## config.mk

```make
export PLATFORM = sky130hd
export DESIGN_NAME = adjacency_weight_table_top
export DESIGN_NICKNAME = d
export VERILOG_FILES = /design/src/hw/rtl/awt_pkg.sv /design/src/hw/rtl/adjacency_weight_table_top.sv /design/src/hw/rtl/awt_ram.sv /design/src/hw/rtl/awt_store.sv /design/src/hw/rtl/awt_seq.sv
export SDC_FILE = /design/constraint.sdc
export NUM_CORES = 1
export LEC_CHECK = 0
export BUFFER_PORTS_ARGS = -buffer_cell sky130_fd_sc_hd__buf_4
export CORE_UTILIZATION = 50
export DETAILED_ROUTE_END_ITERATION = 10
export PLACE_DENSITY = 0.66
export SYNTH_ARGS = -nofsm -noshare
export SYNTH_HDL_FRONTEND = slang
export SYNTH_SLANG_ARGS = --single-unit
export TNS_END_PERCENT = 50
```

## constraint.sdc

```tcl
create_clock -name aclk -period 4.8 [get_ports aclk]
set_input_delay 0.48 -clock aclk [delete_from_list [all_inputs] [get_ports aclk]]
set_output_delay 0.48 -clock aclk [all_outputs]
set_load 0.005 [all_outputs]
```

## src/hw/rtl/awt_pkg.sv

```systemverilog
// Package for the adjacency weight table: payload structs, sequencer states,
// result kinds, the preset graph and the table index helpers.
// No dependencies.
package awt_pkg;

    localparam int VERTICES  = 6;
    localparam int DEPTH     = VERTICES * VERTICES;
    localparam int IDX_W     = $clog2(DEPTH);
    localparam int PRESET_N  = 8;

    localparam logic CMD_QUERY = 1'b0;
    localparam logic CMD_SET   = 1'b1;

    typedef enum logic [1:0] {
        KIND_ENTRY = 2'd0,
        KIND_NONE  = 2'd1,
        KIND_RANGE = 2'd2
    } kind_t;

    typedef struct packed {
        logic       command;
        logic [3:0] vertex_a;
        logic [3:0] vertex_b;
        logic [7:0] weight;
    } cmd_t;

    typedef struct packed {
        kind_t      kind;
        logic [3:0] neighbour;
        logic [7:0] edge_weight;
        logic       last;
    } res_t;

    typedef enum logic [2:0] {
        ST_IDLE,
        ST_SET_A,
        ST_SET_B,
        ST_RD,
        ST_CHK,
        ST_FINAL
    } state_t;

    // Table access request from the sequencer; row and column are zero based.
    typedef struct packed {
        logic       wr_en;
        logic       rd_en;
        logic [3:0] row;
        logic [3:0] col;
        logic [7:0] wdata;
    } store_req_t;

    // Preset edges, one based, each looked up in both directions.
    localparam logic [3:0] PRESET_A [PRESET_N] = '{4'd1, 4'd1, 4'd1, 4'd1,
                                                   4'd2, 4'd3, 4'd5, 4'd5};
    localparam logic [3:0] PRESET_B [PRESET_N] = '{4'd2, 4'd3, 4'd4, 4'd6,
                                                   4'd3, 4'd5, 4'd5, 4'd6};
    localparam logic [7:0] PRESET_W [PRESET_N] = '{8'd1, 8'd1, 8'd1, 8'd2,
                                                   8'd1, 8'd4, 8'd4, 8'd3};

    function automatic logic in_range(input logic [3:0] v);
        return (v != 4'd0) && (v <= 4'(VERTICES));
    endfunction

    function automatic logic [IDX_W-1:0] make_idx(input logic [3:0] r, input logic [3:0] c);
        logic [7:0] p;
        p = 8'(r) * 8'(VERTICES) + 8'(c);
        return p[IDX_W-1:0];
    endfunction

    // Weight that the preset graph puts at zero-based row r, column c.
    function automatic logic [7:0] preset_weight(input logic [3:0] r, input logic [3:0] c);
        logic [3:0] rv;
        logic [3:0] cv;
        logic [7:0] w;
        rv = r + 4'd1;
        cv = c + 4'd1;
        w  = 8'd0;
        for (int i = 0; i < PRESET_N; i++) begin
            if ((rv == PRESET_A[i] && cv == PRESET_B[i]) ||
                (rv == PRESET_B[i] && cv == PRESET_A[i])) begin
                w = PRESET_W[i];
            end
        end
        return w;
    endfunction

endpackage

```

## src/hw/rtl/adjacency_weight_table_top.sv

```systemverilog
// Top level of the adjacency weight table: sequencer plus weight storage.
// Depends on awt_pkg, awt_seq, awt_store.
//
// Usage:
//   s_ channel takes one request: command (query or set), vertex_a,
//   vertex_b and weight. m_ channel returns results: kind, neighbour,
//   edge_weight and last, where last marks the final result of a request.
//   A set in range writes both directions of the edge and returns nothing.
//   A query scans its row one column per read of the table RAM (a read
//   state and a check state per column); neighbours come out in rising
//   order, an empty row gives one "none" result. A vertex out of range
//   gives one error result and leaves the table alone. s_ready is high only
//   while the sequencer is idle; one request is worked on at a time. The
//   result register lets a new request in while the last result still
//   waits; a stalled receiver holds the scan once the result register and
//   the pending neighbour are both full and another neighbour is found.
//   Reset returns the table to the preset graph at once through per-entry
//   written flags; no clearing pass is needed.
module adjacency_weight_table_top
    import awt_pkg::*;
(
    input  logic aclk,
    input  logic aresetn,
    input  logic s_valid,
    output logic s_ready,
    input  cmd_t s_data,
    output logic m_valid,
    input  logic m_ready,
    output res_t m_data
);

    store_req_t req;
    logic [7:0] rd_weight;

    awt_seq u_seq (
        .aclk      (aclk),
        .aresetn   (aresetn),
        .s_valid   (s_valid),
        .s_ready   (s_ready),
        .s_data    (s_data),
        .m_valid   (m_valid),
        .m_ready   (m_ready),
        .m_data    (m_data),
        .req       (req),
        .rd_weight (rd_weight)
    );

    awt_store u_store (
        .aclk      (aclk),
        .aresetn   (aresetn),
        .req       (req),
        .rd_weight (rd_weight)
    );

endmodule

```

## src/hw/rtl/awt_ram.sv

```systemverilog
// Generic single-write, single-read RAM with registered read data.
// No dependencies.
module awt_ram #(
    parameter int WIDTH = 8,
    parameter int DEPTH = 36
) (
    input  logic                     aclk,
    input  logic                     we,
    input  logic [$clog2(DEPTH)-1:0] waddr,
    input  logic [WIDTH-1:0]         wdata,
    input  logic                     re,
    input  logic [$clog2(DEPTH)-1:0] raddr,
    output logic [WIDTH-1:0]         rdata
);

    logic [WIDTH-1:0] mem [DEPTH];

    always_ff @(posedge aclk) begin
        if (we) begin
            mem[waddr] <= wdata;
        end
        if (re) begin
            rdata <= mem[raddr];
        end
    end

endmodule

```

## src/hw/rtl/awt_store.sv

```systemverilog
// Weight table storage: RAM plus one written flag per entry; an unwritten
// entry reads as the preset graph. Depends on awt_pkg and awt_ram.
module awt_store
    import awt_pkg::*;
(
    input  logic       aclk,
    input  logic       aresetn,
    input  store_req_t req,
    output logic [7:0] rd_weight
);

    logic [DEPTH-1:0] written_reg;
    logic [DEPTH-1:0] written_next;
    logic [IDX_W-1:0] rd_idx_reg;
    logic [3:0]       rd_row_reg;
    logic [3:0]       rd_col_reg;
    logic [IDX_W-1:0] req_idx;
    logic [7:0]       ram_q;

    assign req_idx = make_idx(req.row, req.col);

    always_comb begin
        written_next = written_reg;
        if (req.wr_en) begin
            written_next[req_idx] = 1'b1;
        end
    end

    always_ff @(posedge aclk) begin
        if (!aresetn) begin
            written_reg <= '0;
        end else begin
            written_reg <= written_next;
        end
        if (req.rd_en) begin
            rd_idx_reg <= req_idx;
            rd_row_reg <= req.row;
            rd_col_reg <= req.col;
        end
    end

    awt_ram #(
        .WIDTH(8),
        .DEPTH(DEPTH)
    ) u_ram (
        .aclk  (aclk),
        .we    (req.wr_en),
        .waddr (req_idx),
        .wdata (req.wdata),
        .re    (req.rd_en),
        .raddr (req_idx),
        .rdata (ram_q)
    );

    assign rd_weight = written_reg[rd_idx_reg] ? ram_q
                                               : preset_weight(rd_row_reg, rd_col_reg);

endmodule

```

## src/hw/rtl/awt_seq.sv

```systemverilog
// Command sequencer: decodes requests, drives table writes and the row scan,
// and holds one pending neighbour plus the result register. Depends on awt_pkg.
module awt_seq
    import awt_pkg::*;
(
    input  logic       aclk,
    input  logic       aresetn,
    input  logic       s_valid,
    output logic       s_ready,
    input  cmd_t       s_data,
    output logic       m_valid,
    input  logic       m_ready,
    output res_t       m_data,
    output store_req_t req,
    input  logic [7:0] rd_weight
);

    state_t     state_reg, state_next;
    logic [3:0] row_reg, row_next;
    logic [3:0] col_reg, col_next;
    logic [7:0] w_reg, w_next;
    res_t       pend_reg, pend_next;
    logic       pend_valid_reg, pend_valid_next;
    res_t       out_reg, out_next;
    logic       out_valid_reg, out_valid_next;

    logic out_free;
    logic chk_go;
    logic bad_req;
    logic col_last;
    res_t found;

    assign out_free = !out_valid_reg || m_ready;
    // A new neighbour can only displace the pending one when the output is free.
    assign chk_go   = (rd_weight == 8'd0) || !pend_valid_reg || out_free;
    assign bad_req  = !in_range(s_data.vertex_a) ||
                      (s_data.command == CMD_SET && !in_range(s_data.vertex_b));
    assign col_last = (col_reg == 4'(VERTICES - 1));
    assign found    = '{kind: KIND_ENTRY, neighbour: col_reg + 4'd1,
                        edge_weight: rd_weight, last: 1'b0};

    assign s_ready = (state_reg == ST_IDLE);
    assign m_valid = out_valid_reg;
    assign m_data  = out_reg;

    always_comb begin
        state_next = state_reg;
        unique case (state_reg)
            ST_IDLE: begin
                if (s_valid) begin
                    if (bad_req) begin
                        state_next = ST_FINAL;
                    end else if (s_data.command == CMD_SET) begin
                        state_next = ST_SET_A;
                    end else begin
                        state_next = ST_RD;
                    end
                end
            end
            ST_SET_A: state_next = ST_SET_B;
            ST_SET_B: state_next = ST_IDLE;
            ST_RD:    state_next = ST_CHK;
            ST_CHK: begin
                if (chk_go) begin
                    state_next = col_last ? ST_FINAL : ST_RD;
                end
            end
            ST_FINAL: begin
                if (out_free) begin
                    state_next = ST_IDLE;
                end
            end
            default: state_next = ST_IDLE;
        endcase
    end

    always_comb begin
        row_next        = row_reg;
        col_next        = col_reg;
        w_next          = w_reg;
        pend_next       = pend_reg;
        pend_valid_next = pend_valid_reg;
        out_next        = out_reg;
        out_valid_next  = out_valid_reg;
        req             = '{wr_en: 1'b0, rd_en: 1'b0, row: row_reg, col: col_reg,
                            wdata: w_reg};
        if (out_valid_reg && m_ready) begin
            out_valid_next = 1'b0;
        end
        unique case (state_reg)
            ST_IDLE: begin
                if (s_valid) begin
                    row_next = s_data.vertex_a - 4'd1;
                    col_next = (s_data.command == CMD_SET) ? s_data.vertex_b - 4'd1 : 4'd0;
                    w_next   = s_data.weight;
                    if (bad_req) begin
                        pend_next       = '{kind: KIND_RANGE, neighbour: 4'd0,
                                            edge_weight: 8'd0, last: 1'b1};
                        pend_valid_next = 1'b1;
                    end else begin
                        pend_valid_next = 1'b0;
                    end
                end
            end
            ST_SET_A: begin
                req.wr_en = 1'b1;
            end
            ST_SET_B: begin
                // mirror direction; a self loop rewrites the same entry
                req.wr_en = 1'b1;
                req.row   = col_reg;
                req.col   = row_reg;
            end
            ST_RD: begin
                req.rd_en = 1'b1;
            end
            ST_CHK: begin
                if (chk_go) begin
                    if (rd_weight != 8'd0) begin
                        if (pend_valid_reg) begin
                            out_next       = pend_reg;
                            out_next.last  = 1'b0;
                            out_valid_next = 1'b1;
                        end
                        pend_next       = found;
                        pend_valid_next = 1'b1;
                    end
                    if (!col_last) begin
                        col_next = col_reg + 4'd1;
                    end
                end
            end
            ST_FINAL: begin
                if (out_free) begin
                    out_valid_next = 1'b1;
                    if (pend_valid_reg) begin
                        out_next      = pend_reg;
                        out_next.last = 1'b1;
                    end else begin
                        out_next = '{kind: KIND_NONE, neighbour: 4'd0,
                                     edge_weight: 8'd0, last: 1'b1};
                    end
                end
            end
            default: ;
        endcase
    end

    always_ff @(posedge aclk) begin
        if (!aresetn) begin
            state_reg      <= ST_IDLE;
            pend_valid_reg <= 1'b0;
            out_valid_reg  <= 1'b0;
        end else begin
            state_reg      <= state_next;
            pend_valid_reg <= pend_valid_next;
            out_valid_reg  <= out_valid_next;
        end
        row_reg  <= row_next;
        col_reg  <= col_next;
        w_reg    <= w_next;
        pend_reg <= pend_next;
        out_reg  <= out_next;
    end

endmodule

```

==> impl_summary.log <==
[metrics] CP Data Required Time: 4.95 ns
[metrics] final setup margin: 0.3342 ns
[metrics] crit share post-route: 0.9304
[metrics] detailed router's first-iteration violation count: ~900
[metrics] Area growth, synth to finish: 15.42%
[metrics] final total negative setup slack: 0 ns
[metrics] DPL Wire Length: between 20000 and 25000 um
[metrics] fraction of layout instances using a drive strength above 1: 0.2145
[metrics] Layout Nets: around 1100
[metrics] worst hold path stage count: 1
[metrics] fmax: 223.9 MHz
[metrics] count of endpoints failing hold in the final timing report: 0
[metrics] cells traversed along the worst timing path: nor3b_2 > buf_4 > mux2_2 > fa_1 > ha_1 > a21oi_1 > xnor2_1 > inv_1 > or3_1 > nor2_1
[metrics] synthesized instance count: about 960
[metrics] Post-Place Worst Slack: roughly 0.44 ns
[metrics] clk slew on worst S/H paths: around 0.060 ns
[metrics] antenna violations before repair: 1
[metrics] Switching Share: 0.3308
[metrics] most frequent cells after synthesis: sky130_fd_sc_hd__edfxtp_1 (353), sky130_fd_sc_hd__nand2_1 (72), sky130_fd_sc_hd__nor2_1 (66)
[metrics] pin count of the biggest net entering global routing: 66
[metrics] Warnings, synthesis: 0
[metrics] Congestion Overflow GR: 0
[metrics] Max stage delay on crit path: slightly below 0.7 ns
[metrics] status: complete, no violations
[metrics] clock root cell: sky130_fd_sc_hd__clkbuf_16
[metrics] maximum fanout count along the critical path: 10
[metrics] cell type with the largest total area after synthesis: sky130_fd_sc_hd__edfxtp_1
[metrics] Worst setup EP type: register
[metrics] power per cell area: between 600 and 700 mW/mm^2
[metrics] most used flip-flop cell after synthesis: sky130_fd_sc_hd__edfxtp_1
[metrics] Layout Skew: roughly 0.012 ns
[metrics] Worst Reg-to-Reg Cells: 10
[metrics] Die H: about 180 um
[metrics] placed instance count: around 1400
[metrics] count of different cell masters after synthesis: 65
[metrics] placeable core region: between 0.03 and 0.04 mm^2
[metrics] post-synthesis register bit count: around 400
[metrics] cell with the most instances after synthesis: sky130_fd_sc_hd__edfxtp_1
[metrics] first-pass iteration count of the detailed router: 5
[metrics] routability congestion estimate: 0.9537
[metrics] internal power: about 0.008 W
[metrics] Hold Buf Count CTS: 0
[metrics] sequential share of the synthesized area: 0.7131
[metrics] Tmin final: roughly 4.5 ns
[metrics] NetSw: a little under 0.004 W
[metrics] number of placement rows: between 60 and 70
[metrics] CP Depth: 10
[metrics] post-synth design cell area: between 0.015 and 0.02 mm^2
[metrics] total number of clock tree sinks: between 300 and 400
[metrics] Clock Power Share: 0.286
[metrics] part of the power in combinational logic: 0.351
[metrics] max-cap violations: 0
[metrics] aggregate global-route resource usage: 0.2278
[metrics] clock tree from TritonCTS: built
[metrics] Antenna diodes: 0
[metrics] final wirelength: approximately 36000 um
[metrics] final setup violating endpoints: 0
[metrics] Top delay family on crit path: simple AND/OR/NAND/NOR gates
[metrics] Area contributors post-synth: sky130_fd_sc_hd__edfxtp_1 (66%), sky130_fd_sc_hd__mux4_2 (7.2%), sky130_fd_sc_hd__dfxtp_1 (5.1%), sky130_fd_sc_hd__mux2i_1 (2.5%), sky130_fd_sc_hd__o21a_1 (1.7%)
[metrics] portion of total power attributed to sequential cells: 0.363
[metrics] number of global-route vias before repair: 8704
[metrics] global-route wire length before repair: ~54000 um
[metrics] CTS Buffer Depth: 3
[metrics] number of vias per cell: a little under 6
[metrics] max-slew violations: 0
[metrics] number of nets produced by synthesis: 999
[metrics] H-tree lvl count: 2
[metrics] remaining design rule violation count: 0
[metrics] peak supply drop: around 0.00040 V
[metrics] average wire per cell in the routed design: 24.29 um
[metrics] normalized max-slew margin: 0.3381
[metrics] Hold/Removal Path Class: primary input to register
[metrics] standby leakage power: approximately 6.4 nW
[metrics] clock latency on the worst-skew pair: roughly 0.53 ns
[metrics] max FFs per register: 288
[metrics] die area: 0.03275 mm^2
[metrics] number of buffers created by CTS: between 40 and 50
[metrics] total vias in the final route: approximately 8800
[metrics] filler-free cell count of the finished design: about 1500
[metrics] Arrival @ worst endpoint: around 4.6 ns
[metrics] share of synthesized registers carrying an async set or reset: 0
[metrics] unrepaired setup endpoints after global routing: no
[metrics] Antenna Violating Nets Remaining: 0
[metrics] Avg Cell Area, Syn: ~17 um^2
[metrics] die span in x: roughly 180 um
[metrics] WP buf/inv: 2
[metrics] number of buffer cells added on primary ports: 37
[metrics] area share of the largest cell type after synthesis: 0.6619
[metrics] Critical Path Slowest Stage Cell: sky130_fd_sc_hd__nor2_1
[metrics] startpoint types: register
[metrics] measured slew at the worst slew-check pin: just under 1 ns
[metrics] classification of the worst setup path: register to register
[metrics] number of flops mapped to enable cells by yosys: around 350
[metrics] initial core utilization: 0.5075
[metrics] count of pins on the block boundary: 38
[metrics] number of setup buffers added after CTS: 0
[metrics] post-cts gate resize count: 0
worst paths after layout:
check	startpoint	to	slack [ns]
setup reg to reg	u_seq.state_reg[2]	u_store.u_ram.mem[14][7]	0.33
hold / removal	s_data[3]	u_seq.w_reg[3]	0.13
hold reg to reg	u_store.written_reg[34]	u_store.written_reg[34]	0.46
setup / recovery	u_seq.state_reg[2]	u_store.u_ram.mem[14][7]	0.33
per-layer routing:
metal  vias to the layer above  GRT usage  part of all wire
met5                         -          0                 0
met4                         0    0.07153             0.027
met3                        65    0.03769             0.068
met2                       294     0.3730              0.49
met1                      4453     0.3143              0.42
li1                       3938          -                 -
power groups by stage:
stage	Clock [W]	Combinational, W	Sequential, W
finish	0.00334	0.00410	0.00423
global route	0.00354	0.00436	0.00425
CTS	0.00338	0.00409	0.00423
detailed placement	0	0.00407	0.00431
global placement	0	0.00406	0.00430
floorplan	0	0.00262	0.00433
worst reg2reg max path, stage by stage (launching register included):
cell and delay (ns):
sky130_fd_sc_hd__dfxtp_1 0.32, sky130_fd_sc_hd__nor3b_2 0.28, sky130_fd_sc_hd__buf_4 0.23, sky130_fd_sc_hd__mux2_2 0.40, sky130_fd_sc_hd__fa_1 0.50, sky130_fd_sc_hd__ha_1 0.35
sky130_fd_sc_hd__a21oi_1 0.10, sky130_fd_sc_hd__xnor2_1 0.45, sky130_fd_sc_hd__inv_1 0.18, sky130_fd_sc_hd__or3_1 0.61, sky130_fd_sc_hd__nor2_1 0.69
kinds of logic after synthesis:
group                    count (synthesis)  share of synthesized area
AO/OA/AOI/OAI                          132                    0.05766
XOR/XNOR                                12                   0.007422
adder cells (fa/ha/maj)                 14                    0.01187
buffers and inverters                   74                    0.02242
flip-flops                             394                     0.7131
multiplexers                           113                     0.1202
AND/OR/NAND/NOR                        225                    0.06735
layout make-up:
type,instances,area [um^2]
repair buffers,98,773.2
multi-input cells,496,4263
fillers,2374,13070
flip-flops and latches,394,11420
well taps,402,503.0
clock inverters,21,291.5
clock buffers,55,1151
inverters,22,82.58
placed cells by master (no fill, tap or decap), drive strengths merged, types with 13 or more instances in the layout:
cell / netlist / routed
mux2i: 40 / 40
nand2: 72 / 72
o21a: 37 / 37
nor2: 66 / 66
buf: 34 / 98
inv: 22 / 23
edfxtp: 353 / 353
a21oi: 25 / 25
nor3: 13 / 13
nor2b: 18 / 18
mux2: 14 / 14
clkbuf: 17 / 55
dfxtp: 41 / 41
mux4: 59 / 59
per-stage QoR:
step	hold slack (ns)	cell area [um^2]	utilization	power, W
floorplan	0.4324	16020	-	0.006945
global placement	0.4381	17040	0.5401	0.008358
detailed placement	0.4477	17040	0.5401	0.008375
CTS	0.1121	18490	0.5858	0.01170
global route	0.1086	18490	0.5858	0.01215
finish	0.1269	18490	0.5858	0.01167
No activity file was read; power rests on OpenSTA's default activity.
